<file path="src/rtl/core/csl_pkg.sv">
// csl_pkg: token kinds, error codes, sizes and character helpers for the lexer
// used by csl_core and c_subset_lexer; no dependencies
package csl_pkg;

  localparam int PosBits  = 16;
  localparam int LineBits = 16;
  localparam int KeyChars = 6;
  localparam int KeyLenW  = $clog2(KeyChars + 2);

  localparam logic [5:0] KId       = 6'd0;
  localparam logic [5:0] KKwInt    = 6'd1;
  localparam logic [5:0] KKwChar   = 6'd2;
  localparam logic [5:0] KKwElse   = 6'd3;
  localparam logic [5:0] KKwIf     = 6'd4;
  localparam logic [5:0] KKwReturn = 6'd5;
  localparam logic [5:0] KKwStruct = 6'd6;
  localparam logic [5:0] KKwVoid   = 6'd7;
  localparam logic [5:0] KKwWhile  = 6'd8;
  localparam logic [5:0] KInt      = 6'd9;
  localparam logic [5:0] KDouble   = 6'd10;
  localparam logic [5:0] KChar     = 6'd11;
  localparam logic [5:0] KString   = 6'd12;
  localparam logic [5:0] KComma    = 6'd13;
  localparam logic [5:0] KSemi     = 6'd14;
  localparam logic [5:0] KLpar     = 6'd15;
  localparam logic [5:0] KRpar     = 6'd16;
  localparam logic [5:0] KLbrk     = 6'd17;
  localparam logic [5:0] KRbrk     = 6'd18;
  localparam logic [5:0] KLacc     = 6'd19;
  localparam logic [5:0] KRacc     = 6'd20;
  localparam logic [5:0] KEnd      = 6'd21;
  localparam logic [5:0] KAdd      = 6'd22;
  localparam logic [5:0] KSub      = 6'd23;
  localparam logic [5:0] KMul      = 6'd24;
  localparam logic [5:0] KDiv      = 6'd25;
  localparam logic [5:0] KAnd      = 6'd26;
  localparam logic [5:0] KOr       = 6'd27;
  localparam logic [5:0] KNot      = 6'd28;
  localparam logic [5:0] KAssign   = 6'd29;
  localparam logic [5:0] KEqual    = 6'd30;
  localparam logic [5:0] KNoteq    = 6'd31;
  localparam logic [5:0] KLess     = 6'd32;
  localparam logic [5:0] KLesseq   = 6'd33;
  localparam logic [5:0] KGreater  = 6'd34;
  localparam logic [5:0] KGreatereq = 6'd35;
  localparam logic [5:0] KError    = 6'd36;

  localparam logic [2:0] ErrNone   = 3'd0;
  localparam logic [2:0] ErrAmp    = 3'd1;
  localparam logic [2:0] ErrBar    = 3'd2;
  localparam logic [2:0] ErrQuote  = 3'd3;
  localparam logic [2:0] ErrDquote = 3'd4;
  localparam logic [2:0] ErrChar   = 3'd5;

  localparam logic [30:0] IntTop = 31'h7FFF_FFFF;

  typedef struct packed {
    logic [5:0]  kind;
    logic [15:0] line;
    logic [30:0] ival;
    logic [7:0]  cval;
    logic [15:0] start;
    logic [15:0] len;
    logic [2:0]  err;
  } token_t;

  function automatic logic is_alpha(input logic [7:0] c);
    return (c >= 8'h61 && c <= 8'h7A) || (c >= 8'h41 && c <= 8'h5A) || c == 8'h5F;
  endfunction

  function automatic logic is_digit(input logic [7:0] c);
    return c >= 8'h30 && c <= 8'h39;
  endfunction

endpackage

</file>
<file path="src/rtl/core/csl_core.sv">
// csl_core: per-byte lexer state update, up to two tokens per byte
// depends on csl_pkg
module csl_core (
  input  logic              clk_i,
  input  logic              rst_ni,
  input  logic              step_i,
  input  logic [7:0]        char_i,
  output logic              tok0_vld_o,
  output csl_pkg::token_t   tok0_o,
  output logic              tok1_vld_o,
  output csl_pkg::token_t   tok1_o
);

  typedef enum logic [4:0] {
    MStart, MIdent, MInt, MFrac, MExps, MExpd1, MExp, MSlash, MComment,
    MAmp, MBar, MBang, MLt, MGt, MEq, MChar1, MChar2, MString, MDrop
  } mode_e;

  localparam logic [csl_pkg::LineBits-1:0] LineTop = '1;

  mode_e mode_q, mode_d;
  logic [csl_pkg::LineBits-1:0] line_q, line_d;
  logic [csl_pkg::PosBits-1:0]  pos_q, pos_d, tstart_q, tstart_d;
  logic [30:0] acc_q, acc_d;
  logic [7:0]  kbuf_q [csl_pkg::KeyChars];
  logic [7:0]  kbuf_d [csl_pkg::KeyChars];
  logic [csl_pkg::KeyLenW-1:0] ilen_q, ilen_d;
  logic cr_q, cr_d;
  logic [7:0] lit_q, lit_d;

  function automatic logic [5:0] kw_kind(input logic [7:0] b [csl_pkg::KeyChars],
                                         input logic [csl_pkg::KeyLenW-1:0] n);
    logic [5:0] k;
    k = csl_pkg::KId;
    if (n == 3 && b[0] == "i" && b[1] == "n" && b[2] == "t") k = csl_pkg::KKwInt;
    if (n == 4 && b[0] == "c" && b[1] == "h" && b[2] == "a" && b[3] == "r")
      k = csl_pkg::KKwChar;
    if (n == 4 && b[0] == "e" && b[1] == "l" && b[2] == "s" && b[3] == "e")
      k = csl_pkg::KKwElse;
    if (n == 2 && b[0] == "i" && b[1] == "f") k = csl_pkg::KKwIf;
    if (n == 6 && b[0] == "r" && b[1] == "e" && b[2] == "t" && b[3] == "u" &&
        b[4] == "r" && b[5] == "n") k = csl_pkg::KKwReturn;
    if (n == 6 && b[0] == "s" && b[1] == "t" && b[2] == "r" && b[3] == "u" &&
        b[4] == "c" && b[5] == "t") k = csl_pkg::KKwStruct;
    if (n == 4 && b[0] == "v" && b[1] == "o" && b[2] == "i" && b[3] == "d")
      k = csl_pkg::KKwVoid;
    if (n == 5 && b[0] == "w" && b[1] == "h" && b[2] == "i" && b[3] == "l" &&
        b[4] == "e") k = csl_pkg::KKwWhile;
    return k;
  endfunction

  logic [34:0] acc_x10;
  logic [35:0] acc_sum;
  logic [7:0]  dig;
  logic [csl_pkg::PosBits-1:0] span;
  logic restart, new_cr, pend, ov1;
  csl_pkg::token_t t0, t1;
  logic v0, v1;

  assign dig     = char_i - 8'h30;
  assign acc_x10 = {1'b0, acc_q, 3'b000} + {3'b000, acc_q, 1'b0};
  assign acc_sum = {1'b0, acc_x10} + {28'd0, dig};
  assign span    = pos_q - tstart_q;

  always_comb begin
    mode_d = mode_q; line_d = line_q; tstart_d = tstart_q; acc_d = acc_q;
    kbuf_d = kbuf_q; ilen_d = ilen_q; lit_d = lit_q;
    restart = 1'b0; new_cr = 1'b0; pend = 1'b0;
    v0 = 1'b0; v1 = 1'b0;
    t0 = '0; t0.line = 16'(line_q); t0.start = 16'(tstart_q);
    t1 = '0;
    // first pass: pending token finishes or byte is consumed by the mode
    case (mode_q)
      MIdent: begin
        if (csl_pkg::is_alpha(char_i) || csl_pkg::is_digit(char_i)) begin
          for (int i = 0; i < csl_pkg::KeyChars; i++)
            if (ilen_q == csl_pkg::KeyLenW'(i)) kbuf_d[i] = char_i;
          if (ilen_q <= csl_pkg::KeyLenW'(csl_pkg::KeyChars)) ilen_d = ilen_q + 1'b1;
        end else begin
          v0 = 1'b1; pend = 1'b1; t0.len = 16'(span);
          t0.kind = (ilen_q <= csl_pkg::KeyLenW'(csl_pkg::KeyChars)) ?
                    kw_kind(kbuf_q, ilen_q) : csl_pkg::KId;
        end
      end
      MInt: begin
        if (csl_pkg::is_digit(char_i)) begin
          acc_d = (acc_sum > {5'd0, csl_pkg::IntTop}) ? csl_pkg::IntTop : acc_sum[30:0];
        end else if (char_i == ".") mode_d = MFrac;
        else if (char_i == "e" || char_i == "E") mode_d = MExps;
        else begin
          v0 = 1'b1; pend = 1'b1; t0.kind = csl_pkg::KInt; t0.ival = acc_q;
          t0.len = 16'(span);
        end
      end
      MFrac: begin
        if (char_i == "e" || char_i == "E") mode_d = MExps;
        else if (!csl_pkg::is_digit(char_i)) begin
          v0 = 1'b1; pend = 1'b1; t0.kind = csl_pkg::KDouble; t0.len = 16'(span);
        end
      end
      MExps: begin
        if (char_i == "+" || char_i == "-") mode_d = MExpd1;
        else if (csl_pkg::is_digit(char_i)) mode_d = MExp;
        else begin
          v0 = 1'b1; pend = 1'b1; mode_d = MDrop;
          t0.kind = csl_pkg::KError; t0.err = csl_pkg::ErrChar;
        end
      end
      MExpd1: begin
        if (csl_pkg::is_digit(char_i)) mode_d = MExp;
        else begin
          v0 = 1'b1; pend = 1'b1; mode_d = MDrop;
          t0.kind = csl_pkg::KError; t0.err = csl_pkg::ErrChar;
        end
      end
      MExp: begin
        if (!csl_pkg::is_digit(char_i)) begin
          v0 = 1'b1; pend = 1'b1; t0.kind = csl_pkg::KDouble; t0.len = 16'(span);
        end
      end
      MSlash: begin
        if (char_i == "/") mode_d = MComment;
        else begin v0 = 1'b1; pend = 1'b1; t0.kind = csl_pkg::KDiv; end
      end
      MComment: begin
        if (char_i == 8'h00 || char_i == 8'h0D || char_i == 8'h0A) pend = 1'b1;
      end
      MAmp: begin
        v0 = 1'b1;
        if (char_i == "&") begin t0.kind = csl_pkg::KAnd; mode_d = MStart; end
        else begin
          pend = 1'b1; mode_d = MDrop;
          t0.kind = csl_pkg::KError; t0.err = csl_pkg::ErrAmp;
        end
      end
      MBar: begin
        v0 = 1'b1;
        if (char_i == "|") begin t0.kind = csl_pkg::KOr; mode_d = MStart; end
        else begin
          pend = 1'b1; mode_d = MDrop;
          t0.kind = csl_pkg::KError; t0.err = csl_pkg::ErrBar;
        end
      end
      MBang, MLt, MGt, MEq: begin
        v0 = 1'b1;
        if (char_i == "=") begin
          mode_d = MStart;
          case (mode_q)
            MBang:   t0.kind = csl_pkg::KNoteq;
            MLt:     t0.kind = csl_pkg::KLesseq;
            MGt:     t0.kind = csl_pkg::KGreatereq;
            default: t0.kind = csl_pkg::KEqual;
          endcase
        end else begin
          pend = 1'b1;
          case (mode_q)
            MBang:   t0.kind = csl_pkg::KNot;
            MLt:     t0.kind = csl_pkg::KLess;
            MGt:     t0.kind = csl_pkg::KGreater;
            default: t0.kind = csl_pkg::KAssign;
          endcase
        end
      end
      MChar1: begin
        if (char_i == 8'h00) begin
          v0 = 1'b1; pend = 1'b1; mode_d = MDrop;
          t0.kind = csl_pkg::KError; t0.err = csl_pkg::ErrQuote;
        end else begin lit_d = char_i; mode_d = MChar2; end
      end
      MChar2: begin
        v0 = 1'b1;
        if (char_i == 8'h27) begin
          t0.kind = csl_pkg::KChar; t0.cval = lit_q; mode_d = MStart;
        end else begin
          pend = 1'b1; mode_d = MDrop;
          t0.kind = csl_pkg::KError; t0.err = csl_pkg::ErrQuote;
        end
      end
      MString: begin
        if (char_i == 8'h22) begin
          v0 = 1'b1; t0.kind = csl_pkg::KString; t0.len = 16'(span); mode_d = MStart;
        end else if (char_i == 8'h00) begin
          v0 = 1'b1; pend = 1'b1; mode_d = MDrop;
          t0.kind = csl_pkg::KError; t0.err = csl_pkg::ErrDquote;
        end
      end
      MDrop: begin
        if (char_i == 8'h00) begin
          v0 = 1'b1; restart = 1'b1; t0.kind = csl_pkg::KEnd; t0.start = 16'(pos_q);
        end
      end
      default: pend = 1'b1;
    endcase
    // an error token stays in drop mode; a zero byte then still gives END
    if (pend && mode_d == MDrop) begin
      if (char_i == 8'h00) begin
        v1 = 1'b1; restart = 1'b1;
        t1.kind = csl_pkg::KEnd; t1.line = 16'(line_q); t1.start = 16'(pos_q);
      end
    end else if (pend) begin
      tstart_d = pos_q;
      mode_d = MStart;
      t1.line = 16'(line_q); t1.start = 16'(pos_q);
      case (char_i)
        8'h20, 8'h09: ;
        8'h0D: begin
          if (line_q != LineTop) line_d = line_q + 1'b1;
          new_cr = 1'b1;
        end
        8'h0A: if (!cr_q && line_q != LineTop) line_d = line_q + 1'b1;
        8'h00: begin v1 = 1'b1; restart = 1'b1; t1.kind = csl_pkg::KEnd; end
        ",": begin v1 = 1'b1; t1.kind = csl_pkg::KComma; end
        ";": begin v1 = 1'b1; t1.kind = csl_pkg::KSemi; end
        "(": begin v1 = 1'b1; t1.kind = csl_pkg::KLpar; end
        ")": begin v1 = 1'b1; t1.kind = csl_pkg::KRpar; end
        "[": begin v1 = 1'b1; t1.kind = csl_pkg::KLbrk; end
        "]": begin v1 = 1'b1; t1.kind = csl_pkg::KRbrk; end
        "{": begin v1 = 1'b1; t1.kind = csl_pkg::KLacc; end
        "}": begin v1 = 1'b1; t1.kind = csl_pkg::KRacc; end
        "+": begin v1 = 1'b1; t1.kind = csl_pkg::KAdd; end
        "-": begin v1 = 1'b1; t1.kind = csl_pkg::KSub; end
        "*": begin v1 = 1'b1; t1.kind = csl_pkg::KMul; end
        "/": mode_d = MSlash;
        "&": mode_d = MAmp;
        "|": mode_d = MBar;
        "!": mode_d = MBang;
        "<": mode_d = MLt;
        ">": mode_d = MGt;
        "=": mode_d = MEq;
        8'h27: mode_d = MChar1;
        8'h22: begin mode_d = MString; tstart_d = pos_q + 1'b1; end
        default: begin
          if (csl_pkg::is_alpha(char_i)) begin
            mode_d = MIdent; kbuf_d[0] = char_i; ilen_d = csl_pkg::KeyLenW'(1);
          end else if (csl_pkg::is_digit(char_i)) begin
            mode_d = MInt; acc_d = {23'd0, dig};
          end else begin
            v1 = 1'b1; mode_d = MDrop;
            t1.kind = csl_pkg::KError; t1.err = csl_pkg::ErrChar;
          end
        end
      endcase
    end
    pos_d = pos_q + 1'b1;
    cr_d  = new_cr;
    if (restart) begin
      mode_d = MStart; line_d = csl_pkg::LineBits'(1); pos_d = '0; tstart_d = '0;
      acc_d = '0; ilen_d = '0; cr_d = 1'b0; lit_d = '0;
    end
  end

  // tokens pack to the low slot when only the second pass produced one
  assign ov1        = v0 || v1;
  assign tok0_vld_o = ov1;
  assign tok0_o     = v0 ? t0 : t1;
  assign tok1_vld_o = v0 && v1;
  assign tok1_o     = t1;

  always_ff @(posedge clk_i or negedge rst_ni) begin
    if (!rst_ni) begin
      mode_q <= MStart; line_q <= csl_pkg::LineBits'(1); pos_q <= '0; tstart_q <= '0;
      acc_q <= '0; ilen_q <= '0; cr_q <= 1'b0; lit_q <= '0;
    end else if (step_i) begin
      mode_q <= mode_d; line_q <= line_d; pos_q <= pos_d; tstart_q <= tstart_d;
      acc_q <= acc_d; ilen_q <= ilen_d; cr_q <= cr_d; lit_q <= lit_d;
    end
  end

  always_ff @(posedge clk_i) begin
    if (step_i) kbuf_q <= kbuf_d;
  end

endmodule

</file>
<file path="src/rtl/core/c_subset_lexer.sv">
// c_subset_lexer: top level, input register, lexer core and two-entry token queue
// depends on csl_pkg and csl_core
//
//   channel | handshake            | payload
//   in      | in_valid_i/in_ready_o | char_in_i
//   out     | out_valid_o/out_ready_i | token fields, last_o
//
// one byte per cycle while the queue has room: the core steps on the registered
// byte once its tokens fit; a byte gives at most two tokens, which enter a
// two-entry queue and leave one per cycle while out_ready_i is high, so a
// two-token byte holds the input until the queue can take both words
// reset clears the lexer state but the keyword buffer, and empties the queue;
// output stalls back up through the queue and input register to in_ready_o
module c_subset_lexer (
  input  logic        clk_i,
  input  logic        rst_ni,
  input  logic        in_valid_i,
  output logic        in_ready_o,
  input  logic [7:0]  char_in_i,
  output logic        out_valid_o,
  input  logic        out_ready_i,
  output logic [5:0]  token_kind_o,
  output logic [15:0] line_number_o,
  output logic [30:0] int_value_o,
  output logic [7:0]  char_value_o,
  output logic [15:0] start_pos_o,
  output logic [15:0] lexeme_length_o,
  output logic [2:0]  error_code_o,
  output logic        last_o
);

  logic       ib_vld_q;
  logic [7:0] ib_char_q;
  logic       step;
  logic       v0, v1;
  csl_pkg::token_t t0, t1;

  // queue entries with last flag
  csl_pkg::token_t q_tok_q [2];
  csl_pkg::token_t q_tok_d [2];
  logic            q_last_q [2];
  logic            q_last_d [2];
  logic [1:0]      q_cnt_q;
  logic            pop;
  logic [1:0]      nt, cnt_after_pop;

  csl_core u_core (
    .clk_i, .rst_ni, .step_i(step), .char_i(ib_char_q),
    .tok0_vld_o(v0), .tok0_o(t0), .tok1_vld_o(v1), .tok1_o(t1)
  );

  assign pop           = out_valid_o && out_ready_i;
  assign cnt_after_pop = q_cnt_q - {1'b0, pop};
  assign nt            = {1'b0, v0} + {1'b0, v1};
  // core byte steps when its tokens fit in the queue
  assign step       = ib_vld_q && ({1'b0, cnt_after_pop} + {1'b0, nt} <= 3'd2);
  assign in_ready_o = !ib_vld_q || step;

  always_ff @(posedge clk_i or negedge rst_ni) begin
    if (!rst_ni) begin
      ib_vld_q <= 1'b0;
    end else if (in_ready_o) begin
      ib_vld_q <= in_valid_i;
    end
  end

  always_ff @(posedge clk_i) begin
    if (in_ready_o && in_valid_i) ib_char_q <= char_in_i;
  end

  always_ff @(posedge clk_i or negedge rst_ni) begin
    if (!rst_ni) begin
      q_cnt_q <= '0;
    end else begin
      q_cnt_q <= cnt_after_pop + (step ? nt : 2'd0);
    end
  end

  always_comb begin
    q_tok_d  = q_tok_q;
    q_last_d = q_last_q;
    if (pop) begin
      q_tok_d[0]  = q_tok_q[1];
      q_last_d[0] = q_last_q[1];
    end
    if (step && v0) begin
      if (cnt_after_pop == 2'd0) begin
        q_tok_d[0] = t0; q_last_d[0] = !v1;
        if (v1) begin q_tok_d[1] = t1; q_last_d[1] = 1'b1; end
      end else begin
        q_tok_d[1] = t0; q_last_d[1] = 1'b1;
      end
    end
  end

  always_ff @(posedge clk_i) begin
    q_tok_q  <= q_tok_d;
    q_last_q <= q_last_d;
  end

  assign out_valid_o     = q_cnt_q != 2'd0;
  assign token_kind_o    = q_tok_q[0].kind;
  assign line_number_o   = q_tok_q[0].line;
  assign int_value_o     = q_tok_q[0].ival;
  assign char_value_o    = q_tok_q[0].cval;
  assign start_pos_o     = q_tok_q[0].start;
  assign lexeme_length_o = q_tok_q[0].len;
  assign error_code_o    = q_tok_q[0].err;
  assign last_o          = q_last_q[0];

endmodule

</file>
<file path="config.mk">
export PLATFORM = sky130hd
export DESIGN_NAME = c_subset_lexer
export DESIGN_NICKNAME = d
export VERILOG_FILES = /design/src/rtl/core/csl_pkg.sv /design/src/rtl/core/csl_core.sv /design/src/rtl/core/c_subset_lexer.sv
export SDC_FILE = /design/constraint.sdc
export NUM_CORES = 1
export LEC_CHECK = 0
export ABC_CLOCK_PERIOD_IN_PS = 34200
export BUFFER_PORTS_ARGS = -buffer_cell sky130_fd_sc_hd__buf_2
export CAP_MARGIN = 10
export CELL_PAD_IN_SITES_DETAIL_PLACEMENT = 1
export CELL_PAD_IN_SITES_GLOBAL_PLACEMENT = 1
export CORE_AREA = 2 2 221 223
export DETAILED_ROUTE_END_ITERATION = 8
export DIE_AREA = 0 0 223 225
export GPL_TIMING_DRIVEN = 0
export PLACE_DENSITY = 0.7
export SLEW_MARGIN = 10
export SYNTH_ARGS = -nofsm -noshare
export SYNTH_HDL_FRONTEND = slang
export SYNTH_SLANG_ARGS = --single-unit
</file>
<file path="constraint.sdc">
create_clock -name clk_i -period 34.2 [get_ports clk_i]
set_input_delay 1.71 -clock clk_i [delete_from_list [all_inputs] [get_ports clk_i]]
set_output_delay 1.71 -clock clk_i [all_outputs]
set_load 0.05 [all_outputs]
</file>
==> run summary, run 1 <==
Commonest non-fill, non-tap cell in the layout = nand2_1
Post-DRT Antenna Nets = 0
Worst setup margin = 24.80 ns
Setup tns final = 0 ns
Crit-path max cell delay = 0.81 ns
Unrepaired setup endpoints after global routing = no
Post-Syn Area per Cell = 9.32 µm²
Die Wd = 223 µm
Vias in the first global route = 18200
Crit-path max FO = 14
Total GRT Usage = 0.270
Clock Path Buffers = 3
CP Class = flip-flop to flip-flop
Post-Place Setup Slack = 24.94 ns
Final HPWL DP = 51.0 mm
Slew headroom = 0.147
Ys flop type = edfxtp_1
Initial antenna violation count = 0
Post-synthesis sequential area ratio = 0.440
Setup Buffers After CTS = 0
Synth cell types = 97
Fillcell total = 5492
# IOs = 111
Pin count of the biggest net entering global routing = 81
Crit end category = flip-flop
DR iter-0 viols = 1103
# H-tree levels = 2
Max Cap Viol = 0
Worst-path cell chain = inv_1, ha_1, nor3b_2, and2_1, buf_2, nor3_1, a211oi_1, o211ai_1, or3_1, buf_2, buf_4, nand2_1, buf_2, o21ai_0, ha_1, ha_1, fa_1, a21oi_1, nand2_1, nor3_2, clkbuf_1, buf_1, nand2_1, o22ai_1
Ys Warns = 0
Gr ovfl total = 0
Largest cells by area after synthesis = edfxtp_1 22%, dfrtp_1 12%, dfxtp_1 9.5%
Final Setup Violations = 0
Max Slew Vio Count = 0
Buffers on Ports = 110
Synth top area share = 0.224
Starting Density = 0.429
FP Rows = 80
Startpoint types = flip-flop
Routability cong. = 0.924
Pre-Repair DR Iteration Count = 5
Syn Std Cell Area = 0.0204 mm²
FF+latch area = 0.00898 mm²
Yosys reg bits = 348
Min cycle time layout = 9.40 ns
Layout cells sized above 1 = 0.147
N_diodes = 0
Crit path max-delay cell type = buf_1
Die area = 0.0502 mm²
Core area = 0.0475 mm²
Worst Tran Pin Value = 1.28 ns
Fin nets = 2462
Data required, critical path = 34.68 ns
Die Span Y = 225 µm
Fin crit share = 0.275
Clk_lat worst skew = 0.57 ns
Post-synth EDFFs = 152
Ys async rst share = 0.284
Synth Net Count = 2297
TritonCTS clock tree = yes
Worst hold margin = 0.484 ns
Clk root buf = clkbuf_16
Final Hold Fails = 0
Clock sink count = 348
Num CTS Buffers = 40
Post-CTS resize count = 0
Grt met2 use = 0.453
Area grow syn2layout = 13.4%
Commonest cells after routing, fill and taps aside = 297 x nand2_1, 177 x o21ai_0, 152 x edfxtp_1
Routed via count = 17200
Drt via density = 5.75
WL/cell = 22.5 µm
Global-route wire length before repair = 105 mm
Final core utilization = 0.487
Grt peak-use layer = met2
Met1 usage = 0.356
Clk_skew = 0.0155 ns
M3 GR Usage = 0.0445
Status = completed
Post-Syn Instances = 2188
Worst hold path type = flip-flop to flip-flop
Reg clk slew, reported paths = 0.06 ns
Fmax = 0.106 GHz
Area of the multi-input gates = 0.00992 mm²
Total DRC errors in the routed layout = 0
Final WL = 67.3 mm
Synth area leader = edfxtp_1
Post-CTS Hold Fix Bufs = 0
Worst path arrival time = 9.88 ns
-- area by class of cell --
| class | instances | share of cell area |
|---|---|---|
| clock buffers | 57 | 0.0478 |
| plain buffers | 224 | 0.0542 |
| repair buffers | 123 | 0.0299 |
| clock inverters | 16 | 0.00665 |
| well taps | 615 | 0.0333 |
| flip-flops and latches | 348 | 0.388 |
| inverters | 66 | 0.0109 |
| multi-input cells | 1550 | 0.429 |
-- cell families after synthesis --
kind of cell               share of synthesized area
buffers and inverters                         0.0739
xor gates and xnor gates                      0.0326
and+or+nand+nor                                0.193
muxes                                         0.0343
AOI/OAI and AO/OA                              0.163
DFF                                            0.440
adders and majority gates                     0.0624
-- synth_stat cells (18+ instances only) --
cell	n
nand2_1	297
o21ai_0	177
edfxtp_1	152
nor2_1	109
buf_4	102
dfrtp_1	98
dfxtp_1	97
a21oi_1	96
clkbuf_1	90
ha_1	89
nand3_1	78
inv_1	64
mux2i_1	61
and3_1	58
nor3_1	57
xnor2_1	52
a31oi_1	35
o31ai_1	30
and2_1	26
xor2_1	24
a21o_1	23
nand2b_1	22
or3_1	21
buf_2	19
a221o_1	18
-- worst max-delay path, delay by kind of cell (launching register included) --
kind,cells,cell delay [ns]
AOI/OAI and AO/OA,5,1.52
adders and majority gates,4,1.30
buffers and inverters,7,2.75
DFF,1,0.66
and+or+nand+nor,8,3.03
-- layer usage --
| layer | vias up | share of wire |
|---|---|---|
| li1 | 8164 | - |
| met1 | 8623 | 0.46 |
| met2 | 352 | 0.47 |
| met3 | 108 | 0.046 |
| met4 | 0 | 0.029 |
| met5 | - | 0 |
-- through the flow --
step | instances | cell area (µm²)
after floorplan | 2188 | 20400
after global placement | 2913 | 21700
after detailed placement | 2925 | 21900
after CTS | 2998 | 23100
after global routing | 2999 | 23100
final | 2999 | 23100
-- worst paths after layout --
kind	from	endpoint	slack, ns	cells past startpoint
setup / recovery	ib_char_q[4]	lexeme_length_o[14]	24.80	24
hold / removal	char_value_o[6]	char_value_o[6]	0.48	2
setup reg to reg	ib_char_q[4]	lexeme_length_o[14]	24.80	24
hold reg to reg	char_value_o[6]	char_value_o[6]	0.48	2
max in group asynchronous	rst_ni	u_core.line_q[0]	32.45	2
min in group asynchronous	rst_ni	u_core.tstart_q[13]	1.00	1
-- flip-flops by register name (all words and copies together), names as in the netlist, 16 cells and up --
| register | count |
|---|---|
| u_core.line_q | 16 |
| start_pos_o | 16 |
| q_tok_q | 96 |
| u_core.acc_q | 31 |
| lexeme_length_o | 16 |
| u_core.tstart_q | 16 |
| u_core.kbuf_q | 48 |
| u_core.pos_q | 16 |
| int_value_o | 31 |
| line_number_o | 16 |
Power of run 1 is left out: the tool's default activity adds up to more than one toggle a clock period on the data nets, which glitch-free logic cannot reach.
==> inputs of run 2 (changes only) <==
--- a/config.mk
+++ b/config.mk
@@ -5,16 +5,17 @@
 export SDC_FILE = /design/constraint.sdc
 export NUM_CORES = 1
 export LEC_CHECK = 0
-export ABC_CLOCK_PERIOD_IN_PS = 34200
+export ABC_AREA = 1
+export ABC_CLOCK_PERIOD_IN_PS = 9600
 export BUFFER_PORTS_ARGS = -buffer_cell sky130_fd_sc_hd__buf_2
 export CAP_MARGIN = 10
 export CELL_PAD_IN_SITES_DETAIL_PLACEMENT = 1
 export CELL_PAD_IN_SITES_GLOBAL_PLACEMENT = 1
-export CORE_AREA = 2 2 221 223
+export CORE_AREA = 2 2 234 236
 export DETAILED_ROUTE_END_ITERATION = 8
-export DIE_AREA = 0 0 223 225
+export DIE_AREA = 0 0 236 238
 export GPL_TIMING_DRIVEN = 0
-export PLACE_DENSITY = 0.7
+export PLACE_DENSITY = 0.73
 export SLEW_MARGIN = 10
 export SYNTH_ARGS = -nofsm -noshare
 export SYNTH_HDL_FRONTEND = slang
==> constraint.sdc (replaced) <==
create_clock -name clk_i -period 9.6 [get_ports clk_i]
set_input_delay 0.48 -clock clk_i [delete_from_list [all_inputs] [get_ports clk_i]]
set_output_delay 0.48 -clock clk_i [all_outputs]
set_load 0.05 [all_outputs]
==> run summary, run 2 <==
Min cycle time layout = 9.11 ns
Die Wd = 236 µm
Ys async rst share = 0.284
Num CTS Buffers = 43
Area grow syn2layout = 12.5%
Total DRC errors in the routed layout = 0
Reg-to-Reg End = char_value_o[1]
Global-route wire length before repair = 132 mm
FF+latch area = 0.00898 mm²
Synth top cells by count = 1100 x nand2_1, 339 x nor2_1, 240 x inv_1
Hold path depth = 1
Worst Tran Pin Value = 1.24 ns
DR iter-0 viols = 1330
WL/cell = 20.6 µm
Final WL = 84.3 mm
Gr ovfl total = 0
Final HPWL DP = 65.1 mm
Layout cells sized above 1 = 0.119
Grt met2 use = 0.539
Post-synth EDFFs = 152
Met1 usage = 0.368
Crit end category = flip-flop
Dpl cells = 4017
Data required, critical path = 10.07 ns
Largest register FFs = 96
Final Hold Fails = 0
Final Setup Violations = 0
TritonCTS clock tree = yes
Post-synthesis sequential area ratio = 0.392
Most frequent cell after synthesis = nand2_1
Grt peak-use layer = met2
Clk_skew = 0.0300 ns
Largest cells by area after synthesis = edfxtp_1 20%, nand2_1 18%, dfrtp_1 11%
CP Class = flip-flop to flip-flop
Setup Buffers After CTS = 0
Initial antenna violation count = 0
Synth Net Count = 3318
Pin count of the biggest net entering global routing = 57
Post-Syn Instances = 3209
Vias in the first global route = 23600
Die area = 0.0562 mm²
Pre-Repair DR Iteration Count = 5
Max Slew Vio Count = 0
Clock sink count = 348
Worst-case reg-to-reg path depth = 27
Die Span Y = 238 µm
Crit-path max cell delay = 0.84 ns
CP dominant cell by count = inv_1
Synth area leader = edfxtp_1
Clk_lat worst skew = 0.58 ns
Ys flop type = edfxtp_1
# IOs = 111
R2r startpoint = ib_char_q[4]
Core area = 0.0535 mm²
Worst setup path end = char_value_o[1]
Area of the multi-input gates = 0.0116 mm²
# H-tree levels = 2
Clock Path Buffers = 3
Yosys reg bits = 348
Fmax = 0.110 GHz
Startpoint types = flip-flop
Biggest regs = q_tok_q (96), u_core.kbuf_q (48)
Crit path max-delay cell type = edfxtp_1
Worst path arrival time = 9.57 ns
Worst hold path type = primary input to flip-flop
Starting Density = 0.428
Slew headroom = 0.173
Routability cong. = 0.962
Syn Std Cell Area = 0.0229 mm²
Buffers on Ports = 110
Worst R2R Setup Slack = 0.49 ns
Fin nets = 3477
N_diodes = 0
Routed via count = 22300
Unrepaired setup endpoints after global routing = no
Post-DRT Antenna Nets = 0
Fin crit share = 0.949
Ys Warns = 0
Total GRT Usage = 0.301
Post-Syn Area per Cell = 7.14 µm²
Reg with most FFs = q_tok_q
Non-Filler Instances = 4099
Clk root buf = clkbuf_16
Synth top area share = 0.199
Drt via density = 5.43
Crit-path max FO = 14
Reg clk slew, reported paths = 0.05 ns
Commonest cells after routing, fill and taps aside = 1100 x nand2_1, 339 x nor2_1, 239 x inv_1
Synth cell types = 54
Commonest non-fill, non-tap cell in the layout = nand2_1
Max Cap Viol = 0
Status = completed
Fillcell total = 6916
CP Launch Point = ib_char_q[4]
M3 GR Usage = 0.0317
FP Rows = 85
## run 2: cell types whose count changed in the layout (fill, tap and decap cells not counted), moves of 26 or more
cell     change
and3_1      -55
a31oi_1     -31
nand3_1    +117
a21oi_1     +29
nor2_1     +230
xnor2_1     -34
nand2_1    +803
mux2i_1     -61
and2_1      -26
nand4_1     +71
inv_1      +175
## run 2: kinds of logic (layout without fill, tap and decap cells)
logic type / Yosys count / after routing / synth area share
DFF: 348 / 348 / 0.392
xor gates and xnor gates: 54 / 54 / 0.0206
buffers and inverters: 496 / 690 / 0.103
AOI/OAI and AO/OA: 364 / 364 / 0.0842
adders and majority gates: 97 / 97 / 0.0556
and+or+nand+nor: 1850 / 1850 / 0.344
## run 2: per-layer routing
metal	part of all wire	vias up	routed length, µm
met2	0.50	441	41800
met4	0.044	0	3690
li1	-	10700	-
met5	0	-	0
met3	0.035	157	2920
met1	0.43	11000	35900
## run 2: layout make-up
type	count	area share
inverters	263	0.0389
plain buffers	233	0.0529
clock inverters	18	0.00514
repair buffers	114	0.0247
clock buffers	62	0.0469
well taps	696	0.0338
multi-input cells	2365	0.449
flip-flops and latches	348	0.348
## run 2: critical path, delay by kind of cell, from the launching register on
| kind | cells | cell delay, ns |
|---|---|---|
| buffers and inverters | 11 | 3.57 |
| and+or+nand+nor | 10 | 2.33 |
| adders and majority gates | 4 | 1.40 |
| DFF | 1 | 0.84 |
| AOI/OAI and AO/OA | 2 | 0.81 |
## run 2: what timing repair did
item	4_1_cts	5_1_grt
gates resized for setup	0	0
endpoints found under the hold margin	50	0
hold buffers	1	0
## run 2: through the flow
stage	area [µm²]	setup TNS, ns	setup WS, ns	hold slack (ns)	utilization
after global placement	24300	-23.41	-0.263	0.477	0.455
final	25800	0	0.493	0.0971	0.482
after detailed placement	24400	0	0.454	0.487	0.456
after CTS	25800	0	0.396	0.0715	0.481
after global routing	25800	0	0.191	0.0759	0.482
after floorplan	22900	0	3.26	0.184	-
## run 2: worst min path at each step
stage	start	endpoint	slack [ns]
final	char_in_i[3]	ib_char_q[3]	0.1
after detailed placement	u_core.cr_q	u_core.cr_q	0.49
after global placement	u_core.cr_q	u_core.cr_q	0.48
after global routing	char_in_i[5]	ib_char_q[5]	0.08
after floorplan	rst_ni	ib_vld_q	0.18
after CTS	char_in_i[3]	ib_char_q[3]	0.07
Power of run 2 is left out for the same reason.
